<file path="src/sv/assert_macros.svh">
// Assertion macros shared by the RTL of the character display formatter.
// Needs nothing else; include by bare file name where assertions are written.
`ifndef ASSERT_MACROS_SVH
`define ASSERT_MACROS_SVH

// Same-cycle implication, idle during reset.
`define ASSERT_SAME(label, clock, rst_n, cond, expr) \
	label: assert property (@(posedge clock) disable iff (!(rst_n)) (cond) |-> (expr)) \
		else $error("assertion failed");

// Next-cycle implication, idle during reset.
`define ASSERT_NEXT(label, clock, rst_n, cond, expr) \
	label: assert property (@(posedge clock) disable iff (!(rst_n)) (cond) |=> (expr)) \
		else $error("assertion failed");

`endif

</file>
<file path="src/sv/clnf_pkg.sv">
// Types and constants shared by the character display formatter.
// Used by clnf_ctrl, clnf_datapath and char_lcd_number_formatter.
package clnf_pkg;

	// Request action codes
	localparam logic [2:0] ACT_INIT = 3'd0;
	localparam logic [2:0] ACT_CHAR = 3'd1;
	localparam logic [2:0] ACT_UDEC = 3'd2;
	localparam logic [2:0] ACT_SDEC = 3'd3;
	localparam logic [2:0] ACT_HEX  = 3'd4;
	localparam logic [2:0] ACT_BIN  = 3'd5;
	localparam logic [2:0] ACT_DATA = 3'd6;

	localparam logic [1:0] ROW_ONE = 2'd1;
	localparam logic [1:0] ROW_TWO = 2'd2;

	localparam logic RS_CMD  = 1'b0;
	localparam logic RS_DATA = 1'b1;

	localparam logic [7:0] SET_ADDR    = 8'h80;
	localparam logic [7:0] ROW_TWO_OFS = 8'h40;
	localparam logic [7:0] CHAR_PLUS   = 8'h2B;
	localparam logic [7:0] CHAR_MINUS  = 8'h2D;
	localparam logic [7:0] CHAR_ZERO   = 8'h30;
	localparam logic [7:0] CHAR_A_OFS  = 8'h37;

	localparam int IN_W  = 40;
	localparam int IDX_W = 4;
	// Decimal digits that a 16-bit magnitude can have
	localparam logic [IDX_W-1:0] DEC_DIGITS = 4'd5;
	localparam logic [IDX_W-1:0] INIT_LAST  = 4'd3;
	localparam logic [IDX_W-1:0] HEX_DIGITS = 4'd4;

	// Reciprocal of ten, scaled by 2^19; exact for any 16-bit dividend
	localparam logic [16:0] RECIP10 = 17'h0CCCD;

	typedef enum logic [2:0] {
		SRC_INIT,
		SRC_CURSOR,
		SRC_SIGN,
		SRC_CHAR,
		SRC_DIGIT
	} src_t;

	typedef struct packed {
		logic             load;
		logic             conv_step;
		logic             emit;
		src_t             src;
		logic [IDX_W-1:0] idx;
		logic             last;
	} cmd_t;

	typedef struct packed {
		logic             out_free;
		logic [2:0]       action;
		logic [1:0]       line;
		logic             cnt_zero;
		logic [IDX_W-1:0] top_idx;
	} status_t;

	function automatic logic [7:0] init_cmd(input logic [IDX_W-1:0] idx);
		logic [7:0] b;
		case (idx[1:0])
			2'd0:    b = 8'h38;
			2'd1:    b = 8'h0C;
			2'd2:    b = 8'h06;
			default: b = 8'h01;
		endcase
		return b;
	endfunction

endpackage

</file>
<file path="src/sv/clnf_ctrl.sv">
// Controller state machine of the character display formatter.
// Depends on clnf_pkg; drives clnf_datapath through cmd_t / status_t.
module clnf_ctrl import clnf_pkg::*; (
	input  logic    clk,
	input  logic    arst_n,
	input  logic    s_tvalid,
	output logic    s_tready,
	input  status_t status,
	output cmd_t    cmd
);

	typedef enum logic [2:0] {
		ST_IDLE,
		ST_DISPATCH,
		ST_CONV,
		ST_CURSOR,
		ST_SIGN,
		ST_CHAR,
		ST_INIT,
		ST_DIGITS
	} state_t;

	state_t           state_q;
	logic [IDX_W-1:0] idx_q;
	logic             fire;
	logic             row_ok;

	assign row_ok = (status.line == ROW_ONE) || (status.line == ROW_TWO);
	assign fire   = cmd.emit && status.out_free;

	always_comb begin
		s_tready      = 1'b0;
		cmd.load      = 1'b0;
		cmd.conv_step = 1'b0;
		cmd.emit      = 1'b0;
		cmd.src       = SRC_CHAR;
		cmd.idx       = idx_q;
		cmd.last      = 1'b0;
		unique case (state_q)
			ST_IDLE: begin
				s_tready = 1'b1;
				cmd.load = s_tvalid;
			end
			ST_DISPATCH: ;
			ST_CONV: cmd.conv_step = 1'b1;
			ST_CURSOR: begin
				cmd.emit = row_ok;
				cmd.src  = SRC_CURSOR;
				cmd.last = !((status.action == ACT_CHAR) || (status.action == ACT_SDEC)
					|| !status.cnt_zero);
			end
			ST_SIGN: begin
				cmd.emit = 1'b1;
				cmd.src  = SRC_SIGN;
				cmd.last = status.cnt_zero;
			end
			ST_CHAR: begin
				cmd.emit = 1'b1;
				cmd.src  = SRC_CHAR;
				cmd.last = 1'b1;
			end
			ST_INIT: begin
				cmd.emit = 1'b1;
				cmd.src  = SRC_INIT;
				cmd.last = (idx_q == INIT_LAST);
			end
			ST_DIGITS: begin
				cmd.emit = 1'b1;
				cmd.src  = SRC_DIGIT;
				cmd.last = (idx_q == '0);
			end
			default: ;
		endcase
	end

	always_ff @(posedge clk or negedge arst_n) begin
		if (!arst_n) begin
			state_q <= ST_IDLE;
			idx_q   <= '0;
		end else begin
			unique case (state_q)
				ST_IDLE: begin
					if (s_tvalid) state_q <= ST_DISPATCH;
				end
				ST_DISPATCH: begin
					idx_q <= '0;
					unique case (status.action) inside
						ACT_INIT:                   state_q <= ST_INIT;
						ACT_CHAR, ACT_HEX, ACT_BIN: state_q <= ST_CURSOR;
						ACT_UDEC, ACT_SDEC:         state_q <= ST_CONV;
						ACT_DATA:                   state_q <= ST_CHAR;
						default:                    state_q <= ST_IDLE;
					endcase
				end
				ST_CONV: begin
					if (idx_q == DEC_DIGITS - 4'd1) state_q <= ST_CURSOR;
					else idx_q <= idx_q + 4'd1;
				end
				ST_CURSOR: begin
					// skip the address write when the row is not one or two
					if (!cmd.emit || fire) begin
						unique case (status.action) inside
							ACT_CHAR: state_q <= ST_CHAR;
							ACT_SDEC: state_q <= ST_SIGN;
							default: begin
								idx_q   <= status.top_idx;
								state_q <= status.cnt_zero ? ST_IDLE : ST_DIGITS;
							end
						endcase
					end
				end
				ST_SIGN: begin
					if (fire) begin
						idx_q   <= status.top_idx;
						state_q <= status.cnt_zero ? ST_IDLE : ST_DIGITS;
					end
				end
				ST_CHAR: begin
					if (fire) state_q <= ST_IDLE;
				end
				ST_INIT: begin
					if (fire) begin
						if (idx_q == INIT_LAST) state_q <= ST_IDLE;
						else idx_q <= idx_q + 4'd1;
					end
				end
				ST_DIGITS: begin
					if (fire) begin
						if (idx_q == '0) state_q <= ST_IDLE;
						else idx_q <= idx_q - 4'd1;
					end
				end
				default: state_q <= ST_IDLE;
			endcase
		end
	end

endmodule

</file>
<file path="src/sv/clnf_datapath.sv">
// Datapath of the character display formatter: request capture, decimal
// conversion, byte selection and the output register. Depends on clnf_pkg.
module clnf_datapath import clnf_pkg::*; #(
	parameter int MAX_DIGITS = 16
) (
	input  logic            clk,
	input  logic            arst_n,
	input  logic [IN_W-1:0] s_tdata,
	input  cmd_t            cmd,
	output status_t         status,
	output logic            m_tvalid,
	input  logic            m_tready,
	output logic [7:0]      m_tdata,
	output logic [0:0]      m_tuser,
	output logic            m_tlast
);

	localparam int CNT_W = $clog2(MAX_DIGITS + 1);

	logic [2:0]       in_action;
	logic [1:0]       in_line;
	logic [4:0]       in_column;
	logic [15:0]      in_number;
	logic [4:0]       in_count;
	logic [7:0]       in_char;

	logic [2:0]       action_q;
	logic [1:0]       line_q;
	logic [4:0]       column_q;
	logic [15:0]      number_q;
	logic [CNT_W-1:0] cnt_q;
	logic [7:0]       char_q;
	logic [15:0]      val_q;
	logic [3:0]       dec_q [5];

	logic [32:0]      prod;
	logic [12:0]      quot;
	logic [15:0]      quot10;
	logic [3:0]       rem;
	logic [3:0]       digit;
	logic [7:0]       cur_byte;
	logic [7:0]       byte_sel;
	logic             out_free;

	assign in_action = s_tdata[2:0];
	assign in_line   = s_tdata[4:3];
	assign in_column = s_tdata[9:5];
	assign in_number = s_tdata[25:10];
	assign in_count  = s_tdata[30:26];
	assign in_char   = s_tdata[38:31];

	// one decimal digit per step: quotient by reciprocal multiply
	assign prod   = val_q * RECIP10;
	assign quot   = prod[31:19];
	assign quot10 = {quot, 3'b000} + {2'b00, quot, 1'b0};
	assign rem    = 4'(val_q - quot10);

	always_ff @(posedge clk) begin
		if (cmd.load) begin
			action_q <= in_action;
			line_q   <= in_line;
			column_q <= in_column;
			number_q <= in_number;
			char_q   <= in_char;
			cnt_q    <= (in_count > 5'(MAX_DIGITS)) ? CNT_W'(MAX_DIGITS) : CNT_W'(in_count);
			// magnitude of a negative value for signed decimal
			val_q    <= (in_action == ACT_SDEC && in_number[15]) ? 16'(16'd0 - in_number)
				: in_number;
		end else if (cmd.conv_step) begin
			dec_q[cmd.idx[2:0]] <= rem;
			val_q <= {3'b000, quot};
		end
	end

	always_comb begin
		unique case (action_q) inside
			ACT_HEX: digit = (cmd.idx < HEX_DIGITS) ? number_q[{cmd.idx[1:0], 2'b00} +: 4] : 4'd0;
			ACT_BIN: digit = {3'b000, number_q[cmd.idx]};
			default: digit = (cmd.idx < DEC_DIGITS) ? dec_q[cmd.idx[2:0]] : 4'd0;
		endcase
	end

	always_comb begin
		if (line_q == ROW_TWO) cur_byte = SET_ADDR | (8'({3'b000, column_q}) - 8'd1 + ROW_TWO_OFS);
		else cur_byte = SET_ADDR | (8'({3'b000, column_q}) - 8'd1);
	end

	always_comb begin
		unique case (cmd.src)
			SRC_INIT:   byte_sel = init_cmd(cmd.idx);
			SRC_CURSOR: byte_sel = cur_byte;
			SRC_SIGN:   byte_sel = number_q[15] ? CHAR_MINUS : CHAR_PLUS;
			SRC_CHAR:   byte_sel = char_q;
			SRC_DIGIT:  byte_sel = (digit < 4'd10) ? CHAR_ZERO + {4'd0, digit}
				: CHAR_A_OFS + {4'd0, digit};
			default:    byte_sel = char_q;
		endcase
	end

	assign out_free = !m_tvalid || m_tready;

	always_ff @(posedge clk or negedge arst_n) begin
		if (!arst_n) begin
			m_tvalid <= 1'b0;
		end else if (out_free) begin
			m_tvalid <= cmd.emit;
		end
	end

	always_ff @(posedge clk) begin
		if (cmd.emit && out_free) begin
			m_tdata <= byte_sel;
			m_tuser <= ((cmd.src == SRC_INIT) || (cmd.src == SRC_CURSOR)) ? RS_CMD : RS_DATA;
			m_tlast <= cmd.last;
		end
	end

	assign status.out_free = out_free;
	assign status.action   = action_q;
	assign status.line     = line_q;
	assign status.cnt_zero = (cnt_q == '0);
	assign status.top_idx  = IDX_W'(cnt_q - CNT_W'(1));

endmodule

</file>
<file path="src/sv/char_lcd_number_formatter.sv">
// Channel  | dir | signals                      | contents
// s_*      | in  | tvalid, tready, tdata[39:0]  | one display request
// m_*      | out | tvalid, tready, tdata[7:0],  | one bus write to the panel,
//          |     | tuser[0:0], tlast            | tlast on the final write
// A request passes the accept state, the dispatch state, the decimal conversion
// steps for decimal actions, then its writes (up to 18); the address-write state
// is still passed when that write is skipped.
// The write sequencer in clnf_ctrl walks these states; a new request enters once
// it is done, while the last write may still sit in the output register.
// A stalled m_tready holds the sequencer. arst_n clears control state only.
// Top level; depends on clnf_pkg, clnf_ctrl, clnf_datapath, assert_macros.svh.
`include "assert_macros.svh"
module char_lcd_number_formatter import clnf_pkg::*; #(
	parameter int MAX_DIGITS = 16
) (
	input  logic            clk,
	input  logic            arst_n,
	input  logic            s_tvalid,
	output logic            s_tready,
	// action[2:0], line[4:3], column[9:5], number[25:10], digit_count[30:26],
	// char_code[38:31], zero[39]
	input  logic [IN_W-1:0] s_tdata,
	output logic            m_tvalid,
	input  logic            m_tready,
	// bus_byte[7:0]
	output logic [7:0]      m_tdata,
	// register_select[0]
	output logic [0:0]      m_tuser,
	output logic            m_tlast
);

	cmd_t    cmd;
	status_t status;

	clnf_ctrl u_ctrl (
		.clk      (clk),
		.arst_n   (arst_n),
		.s_tvalid (s_tvalid),
		.s_tready (s_tready),
		.status   (status),
		.cmd      (cmd)
	);

	clnf_datapath #(
		.MAX_DIGITS (MAX_DIGITS)
	) u_datapath (
		.clk      (clk),
		.arst_n   (arst_n),
		.s_tdata  (s_tdata),
		.cmd      (cmd),
		.status   (status),
		.m_tvalid (m_tvalid),
		.m_tready (m_tready),
		.m_tdata  (m_tdata),
		.m_tuser  (m_tuser),
		.m_tlast  (m_tlast)
	);

	`ASSERT_NEXT(a_one_request, clk, arst_n, s_tvalid && s_tready, !s_tready)
	`ASSERT_SAME(a_no_write_idle, clk, arst_n, cmd.emit, !s_tready)
	`ASSERT_NEXT(a_dispatch_quiet, clk, arst_n, s_tvalid && s_tready,
		!cmd.emit && !cmd.conv_step)

endmodule

</file>
<file path="config.mk">
export PLATFORM = sky130hd
export DESIGN_NAME = char_lcd_number_formatter
export DESIGN_NICKNAME = d
export VERILOG_FILES = /design/src/sv/clnf_pkg.sv /design/src/sv/clnf_ctrl.sv /design/src/sv/clnf_datapath.sv /design/src/sv/char_lcd_number_formatter.sv
export VERILOG_INCLUDE_DIRS = /design/src /design/src/sv
export SDC_FILE = /design/constraint.sdc
export NUM_CORES = 1
export LEC_CHECK = 0
export ABC_AREA = 1
export BUFFER_PORTS_ARGS = -buffer_cell sky130_fd_sc_hd__buf_2
export CELL_PAD_IN_SITES_DETAIL_PLACEMENT = 0
export CELL_PAD_IN_SITES_GLOBAL_PLACEMENT = 1
export CORE_MARGIN = 2
export CORE_UTILIZATION = 44
export CTS_CLUSTER_DIAMETER = 100
export DETAILED_ROUTE_END_ITERATION = 10
export HOLD_SLACK_MARGIN = 0.1
export PLACE_DENSITY = 0.9
export REMOVE_ABC_BUFFERS = 1
export SYNTH_ARGS = -nofsm -noshare
export SYNTH_HDL_FRONTEND = slang
export SYNTH_HIERARCHICAL = 1
export SYNTH_SLANG_ARGS = --single-unit
export TNS_END_PERCENT = 5
</file>
<file path="constraint.sdc">
create_clock -name clk -period 5.6 [get_ports clk]
set_clock_uncertainty 0.05 [all_clocks]
set_input_delay 0 -clock clk [delete_from_list [all_inputs] [get_ports clk]]
set_output_delay 0 -clock clk [all_outputs]
set_load 0.01 [all_outputs]
</file>
======== Yosys cells after proc, flatten, opt, wreduce, memory -nomap -nowiden ========
Memory sizes are Yosys's and may differ from the RTL's.
Index checks and enable logic that the tools add are counted.
cells by class
  eq/ne operators ......................... 36
  shift operators ......................... 1
  muxes and demuxes ....................... 44
  order comparisons ....................... 5
  $mul .................................... 1
  add/subtract/negate cells ............... 10
  reduce and logical (&&, ||, !) cells .... 25
operators with widths
  kind                    count
  $mux 16                 3
  $mux 4                  10
  $mux 3                  11
  $mul 16x16->32 const B  1
  $pmux 8 s4              1
  $eq 3x3->1 const B      8
  $pmux 3 s8              1
  $pmux 4 s6              1
  $pmux 4 s5              1
  $eq 3x2->1 const B      6
  $pmux 6 s3              1
  $reduce_and 9->1        2
  $ne 2x1->1 const B      8
  $shiftx 16x5->4         1
  $sub 1x16->16 const A   1
  $add 6x4->7 const A     2
  $pmux 3 s4              1
  $ne 2x2->1 const B      5
  $eq 3x1->1 const B      3
  $logic_not 3->1         3
  $lt 4x3->1 const B      2
  $mux 1                  8
  $mux 8                  1
  $pmux 4 s2              1
  other kinds (27)        40
storage, ports and cells
  logic and storage cells ................. 136
  output and inout port bits .............. 12
  bits in writable memories ............... 20
  memories kept ........................... 1
  register bits ........................... 73
memories
  memory            depth  width  rd ports  clocked after Yosys merged registers in  wr ports  RTL line             RTL
  u_datapath.dec_q  5      4      1         0                                        1         clnf_datapath.sv:34  logic [3:0] dec_q [5];

======== Logic depth before layout (Yosys ltp) ========
Gate-level depths: netlist (run 1).
  depth in word-level cells ............... 7
  gate-level depth with buffers ........... 28
  gate-level depth less buffers ........... 28

======== By module ========
The synthesis (run 1) kept the hierarchy.
modules (own cells, without submodules)
  module         times used  seq. area each (µm²)  area each (µm²)  cells each
  clnf_datapath  1           2577.5                9466.6           1069
  clnf_ctrl      1           175.2                 989.7            164

======== Worst setup path after synthesis (run 1) ========
No wires, ideal clock.
  path type ............................... reg-to-reg
  from .................................... reg u_datapath.val_q[6]
  to ...................................... mem u_datapath.dec_q[0][3] (data pin)
  buffers on the path ..................... 0
  path slack .............................. 0.045 ns
  arrival time ............................ 5.245 ns
  stages on the path, launching flop included .. 25
  clock period less this slack ............ 5.555 ns
  cells stage by stage .................... edfxtp_1 > ha_1 > inv_1 > fa_1 > inv_1 > fa_1 > fa_1 > fa_1 > inv_1 > fa_1 > inv_1 > ha_1 > a21o_1 > a31oi_1 > o21ai_1 > inv_1 > nand2_1 > xor2_1 > ha_1 > xnor2_1 > nand3_1 > nand2_1 > nand2_1 > nand2_1 > inv_1
between the ends
  cells in the longest elaborated chain, start to end .. 3
ends and longest elaborated chain
  item                    RTL line             RTL
  start, declared         clnf_datapath.sv:33  logic [15:0] val_q;
  start signal, assigned  clnf_datapath.sv:67  val_q <= (in_action == ACT_SDEC && in_number[15]) ? 16'(16'd0 - in_number)
  start signal, assigned  clnf_datapath.sv:71  val_q <= {3'b000, quot};
  $mul 16x16->32          clnf_datapath.sv:53  assign prod = val_q * RECIP10;
  $add 4x4->4             clnf_datapath.sv:55  assign quot10 = {quot, 3'b000} + {2'b00, quot, 1'b0};
  $sub 4x4->4             clnf_datapath.sv:56  assign rem = 4'(val_q - quot10);
  via u_datapath.rem[3]   clnf_datapath.sv:39  logic [3:0] rem;
  end, declared           clnf_datapath.sv:34
The timed path passes the listed nets, and every way through them passes these cells.

======== Final worst setup path (run 1) ========
  from .................................... reg u_datapath.val_q[2]
  to ...................................... reg u_datapath.val_q[5] (data pin)
between the ends
  cells in the longest elaborated chain, start to end .. 3
ends and longest elaborated chain
  item            RTL line             RTL
  $mul 16x16->32  clnf_datapath.sv:53
  $mux 16         clnf_datapath.sv:69  end else if (cmd.conv_step) begin
  $mux 16         clnf_datapath.sv:59  if (cmd.load) begin
No other way between the ends. The select of a mux whose other input is x is not followed.
A chain may end at the register's enable or synchronous reset.

==> run_summary.xml, run 1 <==
<?xml version="1.0" encoding="UTF-8"?>
<metrics>
  <group name="status">
    <metric name="outcome" unit="">complete, no violations</metric>
  </group>
  <group name="die">
    <metric name="placementRows" unit="">56</metric>
    <metric name="initial_core_util" unit="%">44.7</metric>
    <metric name="coreArea" unit="um^2">23400</metric>
    <metric name="top_level_ports" unit="">56</metric>
    <metric name="area_enclosed_by_the_die_boundary" unit="um^2">25000</metric>
    <metric name="die_h" unit="um">158</metric>
    <metric name="floorplan.die.width" unit="um">158</metric>
  </group>
  <group name="logic_synthesis">
    <metric name="number_of_enable_type_register_cells_in_the_synthesized_netlist" unit="">85</metric>
    <metric name="syn_inst" unit="">1233</metric>
    <metric name="ys_types" unit="">50</metric>
    <metric name="netlist.area_leader.share" unit="%">24.4</metric>
    <metric name="yosysTopAreaCell" unit="">sky130_fd_sc_hd__edfxtp_1</metric>
    <metric name="ys.flop_type" unit="">sky130_fd_sc_hd__edfxtp_1</metric>
    <metric name="synth-warning-count" unit="">6</metric>
    <metric name="synthesis.area" unit="um^2">10500</metric>
    <metric name="cell_types_with_the_highest_counts_after_synthesis" unit="">sky130_fd_sc_hd__inv_1, sky130_fd_sc_hd__nand2_1, sky130_fd_sc_hd__ha_1</metric>
    <metric name="ys_async_sr_fraction" unit="%">8.60</metric>
    <metric name="avgSynthCellArea" unit="um^2">8.48</metric>
    <metric name="synth_sequential_area_ratio" unit="%">26.3</metric>
    <metric name="synth_most_common_cell" unit="">sky130_fd_sc_hd__inv_1</metric>
    <metric name="post_synth_main_area_contributors" unit="">sky130_fd_sc_hd__edfxtp_1, sky130_fd_sc_hd__ha_1, sky130_fd_sc_hd__fa_1</metric>
    <metric name="postSynthRegisterBits" unit="">93</metric>
  </group>
  <group name="final_layout">
    <metric name="finalInstanceArea" unit="um^2">12800</metric>
    <metric name="finalNetCount" unit="">1684</metric>
    <metric name="final_layout_size_suffix_gt1_share" unit="%">18.1</metric>
    <metric name="antenna_cells_inserted" unit="">0</metric>
    <metric name="area_growth_syn_to_layout" unit="%">22.0</metric>
  </group>
  <group name="cts">
    <metric name="cts_tree" unit="">done</metric>
    <metric name="clock_tree.htree_level_count" unit="">3</metric>
    <metric name="clk_latency_worst_skew_pair" unit="ns">0.35</metric>
    <metric name="tritoncts_sinks" unit="">93</metric>
    <metric name="clk_root_buffer_cell" unit="">sky130_fd_sc_hd__clkbuf_16</metric>
    <metric name="clk_path_buf_depth" unit="">2</metric>
    <metric name="path_clk_slew" unit="ns">0.07</metric>
    <metric name="cts_buffers" unit="">9</metric>
  </group>
  <group name="setup_path">
    <metric name="critical_path.slowest_cell" unit="">sky130_fd_sc_hd__fa_1</metric>
    <metric name="r2r.worst_path.cells" unit="">25</metric>
    <metric name="setup.worst_path.start_class" unit="">flop</metric>
    <metric name="critPathRequiredTime" unit="ns">5.63</metric>
    <metric name="crit_path_max_incr_delay" unit="ns">0.59</metric>
    <metric name="arrival_time_of_the_worst_setup_path" unit="ns">5.62</metric>
    <metric name="crit_path_max_fanout" unit="">3</metric>
    <metric name="critical_path_start_end_classification" unit="">reg2reg</metric>
    <metric name="timing.critical_path.mode_cell" unit="">sky130_fd_sc_hd__buf_4</metric>
    <metric name="critical_path_endpoint_category" unit="">flop</metric>
  </group>
  <group name="grt">
    <metric name="pin_count_of_the_biggest_net_entering_global_routing" unit="">57</metric>
    <metric name="global_route_wire_length_before_repair" unit="um">44600</metric>
    <metric name="initial_antenna_violation_count" unit="">0</metric>
    <metric name="first_global_vias" unit="">8811</metric>
    <metric name="grt_overflow" unit="">0</metric>
    <metric name="gr-usage-all-layers" unit="%">23.3</metric>
  </group>
  <group name="drt">
    <metric name="detailroute.via_count" unit="">8727</metric>
    <metric name="detail_route.wirelength" unit="um">28400</metric>
    <metric name="detailedRoute.firstIterationViolations" unit="">651</metric>
    <metric name="drc_errors" unit="">0</metric>
    <metric name="dr_wl_cell" unit="um">16.4</metric>
    <metric name="firstDrtPassIters" unit="">5</metric>
    <metric name="post_drt_via_cell_ratio" unit="">5.03</metric>
    <metric name="final_antenna_net_count" unit="">0</metric>
  </group>
  <group name="place">
    <metric name="post_dp_cell_area" unit="um^2">11600</metric>
    <metric name="gpl.final_weighted_congestion" unit="">0.998</metric>
    <metric name="place.port_buffers" unit="">54</metric>
    <metric name="dp.final_hpwl" unit="um">22700</metric>
  </group>
  <group name="timing">
    <metric name="rsz0062_at_grt" unit="">true</metric>
    <metric name="slew-limit-headroom" unit="%">28.9</metric>
    <metric name="hold_violations" unit="">0</metric>
    <metric name="final.setup.tns" unit="ns">0</metric>
    <metric name="min_period_over_period" unit="%">99.9</metric>
    <metric name="report.final.setup_viol" unit="">0</metric>
    <metric name="layout_min_cycle_time" unit="ns">5.60</metric>
    <metric name="drv_slew" unit="">0</metric>
    <metric name="timing_worst_slew_pin_value" unit="ns">1.07</metric>
    <metric name="fmax" unit="GHz">0.179</metric>
  </group>
  <group name="hold_path">
    <metric name="hold_path_depth" unit="">2</metric>
    <metric name="hold_class" unit="">in2reg</metric>
  </group>
  <group name="flow_run">
    <metric name="drv.max_cap_violation_count" unit="">0</metric>
  </group>
</metrics>
-- sequential cells by signal, summed over array words and instances, names as in the netlist --
name and cells:
u_datapath/dec_q 20, u_datapath/number_q 16, u_datapath/val_q 16, u_datapath/char_q 8
u_datapath/m_tdata 8, u_datapath/cnt_q 5, u_datapath/column_q 5, u_ctrl/idx_q 4
u_ctrl/state_q 3, u_datapath/action_q 3, u_datapath/line_q 2, u_datapath/m_tlast 1
u_datapath/m_tuser 1, u_datapath/m_tvalid 1
-- worst max-delay path: cells and delay by family (launching register included) --
kind | cells | cell delay [ns]
flops | 1 | 0.46
xor+xnor | 1 | 0.14
simple gates | 4 | 0.32
fa+ha+maj | 7 | 2.73
buf+inv | 8 | 0.90
compound gates | 5 | 0.69
-- worst paths after layout --
path | start | to | slack (ns)
max | u_datapath/val_q[2] | u_datapath/val_q[5] | 0.004
min | s_tdata[37] | u_datapath/char_q[6] | 0.31
max reg2reg | u_datapath/val_q[2] | u_datapath/val_q[5] | 0.004
min reg2reg | u_datapath/char_q[7] | u_datapath/m_tdata[7] | 0.48
max in group asynchronous | arst_n | u_ctrl/idx_q[0] | 4.56
min in group asynchronous | arst_n | u_ctrl/state_q[1] | 0.63
-- cells by family (layout without fill, tap and decap cells) --
kind of cell | Yosys count | count (layout) | synth area share, %
buf+inv | 286 | 469 | 11.0
flops | 93 | 93 | 26.3
fa+ha+maj | 227 | 227 | 33.0
xor+xnor | 15 | 15 | 1.39
compound gates | 150 | 150 | 8.52
simple gates | 462 | 462 | 19.8
-- cells in the final DEF, fill, tap and decap left out, drive strengths merged --
cell type	netlist	routed
a21oi	56	56
nand4	16	16
o21ai	53	53
nor2	101	101
clkbuf	5	10
o21bai	6	6
dfrtp	8	8
clkinvlp	0	1
a21o	9	9
nor4	2	2
inv	270	270
o21a	5	5
nand3	76	76
o211ai	8	8
o31ai	1	1
ha	146	146
xnor2	5	5
xor2	9	9
clkinv	1	3
edfxtp	85	85
nand2	245	245
o2111ai	1	1
o211a	1	1
a21boi	2	2
a31oi	5	5
or2	4	4
nor3	15	15
bufinv	0	1
o2111a	1	1
xnor3	1	1
a221oi	2	2
fa	81	81
nand3b	3	3
buf	10	140
dlygate4sd3	0	44
-- stage by stage --
stage	setup slack, ns	utilization (%)	std cells	hold slack [ns]
global placement	-0.195	49.4	1666	-0.186
detailed placement	-0.377	49.4	1666	-0.186
global route	-0.199	54.5	1735	0.312
finish	0.00377	54.5	1735	0.311
floorplan	0.0448	-	1218	-0.346
CTS	0.00271	53.3	1733	0.302
-- cell type report --
type	instances	area, um^2
fill	2139	10700
clock inverter	4	51.3
sequential	93	2750
tap	319	399
inverter	271	1020
timing repair buffer	184	1360
multi-input combinational	854	6940
clock buffer	10	229
-- layer usage --
layer / global-route usage, % / share of wire [%]
met1: 28.1 / 41
met2: 42.3 / 51
met3: 3.59 / 3.7
met4: 8.07 / 3.6
met5: 0 / 0
-- timing repair --
item                                   CTS  global route
setup endpoints to repair               20            27
gates resized for setup                 23            48
endpoints found under the hold margin   58             0
hold buffers                            44             0
buffers inserted                         9             2
pin swaps                               18            31
Power of run 1 is not shown: default switching activity piles up to over one toggle a cycle in this logic, so the estimate is an artifact.
==> inputs of run 2 (changes only) <==
- PLACE_DENSITY: 0.9 -> 0.87
==> run_summary.xml, run 2 (same netlist as run 1, synthesis figures left out) <==
<?xml version="1.0" encoding="UTF-8"?>
<metrics>
  <group name="die">
    <metric name="placementRows" unit="">56</metric>
    <metric name="initial_core_util" unit="%">44.7</metric>
    <metric name="area_enclosed_by_the_die_boundary" unit="um^2">25000</metric>
    <metric name="top_level_ports" unit="">56</metric>
    <metric name="die_h" unit="um">158</metric>
    <metric name="floorplan.die.width" unit="um">158</metric>
    <metric name="coreArea" unit="um^2">23400</metric>
  </group>
  <group name="grt">
    <metric name="gr-usage-all-layers" unit="%">23.4</metric>
    <metric name="global_route_wire_length_before_repair" unit="um">44400</metric>
    <metric name="grt_overflow" unit="">0</metric>
    <metric name="initial_antenna_violation_count" unit="">0</metric>
    <metric name="pin_count_of_the_biggest_net_entering_global_routing" unit="">56</metric>
    <metric name="first_global_vias" unit="">8667</metric>
  </group>
  <group name="drt">
    <metric name="detailedRoute.firstIterationViolations" unit="">486</metric>
    <metric name="post_drt_via_cell_ratio" unit="">5.08</metric>
    <metric name="firstDrtPassIters" unit="">5</metric>
    <metric name="final_antenna_net_count" unit="">0</metric>
    <metric name="detail_route.wirelength" unit="um">28600</metric>
    <metric name="dr_wl_cell" unit="um">16.4</metric>
    <metric name="drc_errors" unit="">0</metric>
    <metric name="detailroute.via_count" unit="">8858</metric>
  </group>
  <group name="setup_path">
    <metric name="crit_path_max_fanout" unit="">5</metric>
    <metric name="worst_r2r_startpoint" unit="">u_datapath/val_q[7]</metric>
    <metric name="crit_path_max_incr_delay" unit="ns">0.56</metric>
    <metric name="critPathRequiredTime" unit="ns">5.66</metric>
    <metric name="critical_path.slowest_cell" unit="">sky130_fd_sc_hd__fa_1</metric>
    <metric name="r2r.worst_path.cells" unit="">25</metric>
    <metric name="arrival_time_of_the_worst_setup_path" unit="ns">5.76</metric>
    <metric name="critical_path_cell_count" unit="">25</metric>
    <metric name="critical_path.n_buffers_inverters" unit="">7</metric>
    <metric name="critical_path_endpoint_category" unit="">flop</metric>
    <metric name="launch_point_of_the_critical_path" unit="">u_datapath/val_q[7]</metric>
    <metric name="timing.critical_path.mode_cell" unit="">sky130_fd_sc_hd__inv_2</metric>
    <metric name="critical_path_start_end_classification" unit="">reg2reg</metric>
    <metric name="critical_path.top_delay_family" unit="">adder cells</metric>
    <metric name="setup.worst_path.start_class" unit="">flop</metric>
  </group>
  <group name="cts">
    <metric name="tritoncts_sinks" unit="">93</metric>
    <metric name="cts_tree" unit="">done</metric>
    <metric name="cts_buffers" unit="">9</metric>
    <metric name="clk_latency_worst_skew_pair" unit="ns">0.35</metric>
    <metric name="path_clk_slew" unit="ns">0.07</metric>
    <metric name="clk_root_buffer_cell" unit="">sky130_fd_sc_hd__clkbuf_16</metric>
    <metric name="clock_tree.htree_level_count" unit="">3</metric>
    <metric name="clk_path_buf_depth" unit="">2</metric>
  </group>
  <group name="final_layout">
    <metric name="flip_flop_count_of_the_largest_register_after_layout" unit="">20</metric>
    <metric name="most_common_library_cell_in_the_layout_ignoring_fill_and_taps" unit="">sky130_fd_sc_hd__inv_1</metric>
    <metric name="antenna_cells_inserted" unit="">0</metric>
    <metric name="final_layout_size_suffix_gt1_share" unit="%">18.6</metric>
    <metric name="register_area" unit="um^2">2750</metric>
    <metric name="multi_input_area" unit="um^2">6830</metric>
    <metric name="mostFrequentLayoutCells" unit="">sky130_fd_sc_hd__inv_1, sky130_fd_sc_hd__nand2_1, sky130_fd_sc_hd__ha_1</metric>
    <metric name="fill_cells" unit="">2151</metric>
    <metric name="finalNetCount" unit="">1689</metric>
    <metric name="area_growth_syn_to_layout" unit="%">21.7</metric>
  </group>
  <group name="timing">
    <metric name="fmax" unit="GHz">0.175</metric>
    <metric name="timing_worst_slew_pin_value" unit="ns">1.00</metric>
    <metric name="layout_min_cycle_time" unit="ns">5.70</metric>
    <metric name="slew-limit-headroom" unit="%">33.3</metric>
    <metric name="min_period_over_period" unit="%">102</metric>
    <metric name="final.setup.tns" unit="ns">-0.507</metric>
    <metric name="rsz0062_at_grt" unit="">true</metric>
    <metric name="whs" unit="ns">0.301</metric>
    <metric name="hold_violations" unit="">0</metric>
    <metric name="worst_slack" unit="ns">-0.103</metric>
    <metric name="drv_slew" unit="">0</metric>
    <metric name="report.final.setup_viol" unit="">6</metric>
  </group>
  <group name="place">
    <metric name="pre_cts_slack" unit="ns">-0.351</metric>
    <metric name="gpl.final_weighted_congestion" unit="">0.939</metric>
    <metric name="dp.final_hpwl" unit="um">22800</metric>
    <metric name="place.port_buffers" unit="">54</metric>
  </group>
  <group name="status">
    <metric name="outcome" unit="">complete, but fails checks</metric>
    <metric name="failed_checks" unit="">negative setup slack</metric>
  </group>
  <group name="hold_path">
    <metric name="min-delay-start" unit="">s_tdata[9]</metric>
    <metric name="hold_class" unit="">in2reg</metric>
    <metric name="hold_path_depth" unit="">2</metric>
  </group>
  <group name="flow_run">
    <metric name="drv.max_cap_violation_count" unit="">0</metric>
  </group>
</metrics>
-- run 2: timing repair --
action,in CTS,in global routing
hold buffers,43,0
buffers inserted,14,4
gates resized for setup,18,53
endpoints found under the hold margin,58,0
endpoints found under the setup margin,19,23
pin swaps,23,30
-- run 2: area by class of cell --
class | count | share of cell area (%)
inverter | 271 | 8.05
sequential | 93 | 21.6
clock inverter | 7 | 0.501
clock buffer | 9 | 1.77
timing repair buffer | 189 | 11.3
multi-input combinational | 854 | 53.7
tap | 319 | 3.14
-- run 2: through the flow --
| step | area [um^2] | std cells | utilization (%) |
|---|---|---|---|
| finish | 12700 | 1742 | 54.4 |
| global route | 12700 | 1742 | 54.4 |
| CTS | 12500 | 1740 | 53.5 |
| detailed placement | 11600 | 1667 | 49.5 |
| global placement | 11600 | 1667 | 49.5 |
| floorplan | 10300 | 1218 | - |
-- run 2: layer usage --
metal / share of wire (%) / track usage, % / routed length [um] / vias to the layer above
met4: 3.6 / 8.71 / 1040 / 0
met2: 50 / 41.2 / 14400 / 266
met5: 0 / 0 / 0 / -
met1: 41 / 29.0 / 11800 / 4192
li1: - / - / - / 4352
met3: 4.7 / 3.56 / 1340 / 48
-- run 2: path summary, 6_finish.rpt --
path	to	slack, ns
min reg2reg	u_datapath/m_tdata[7]	0.46
min in group asynchronous	u_ctrl/state_q[1]	0.60
max in group asynchronous	u_ctrl/idx_q[2]	4.59
max reg2reg	u_datapath/dec_q[3][3]	-0.10
min	u_datapath/column_q[4]	0.30
max	u_datapath/dec_q[3][3]	-0.10
Power of run 2 is left out for the same reason.
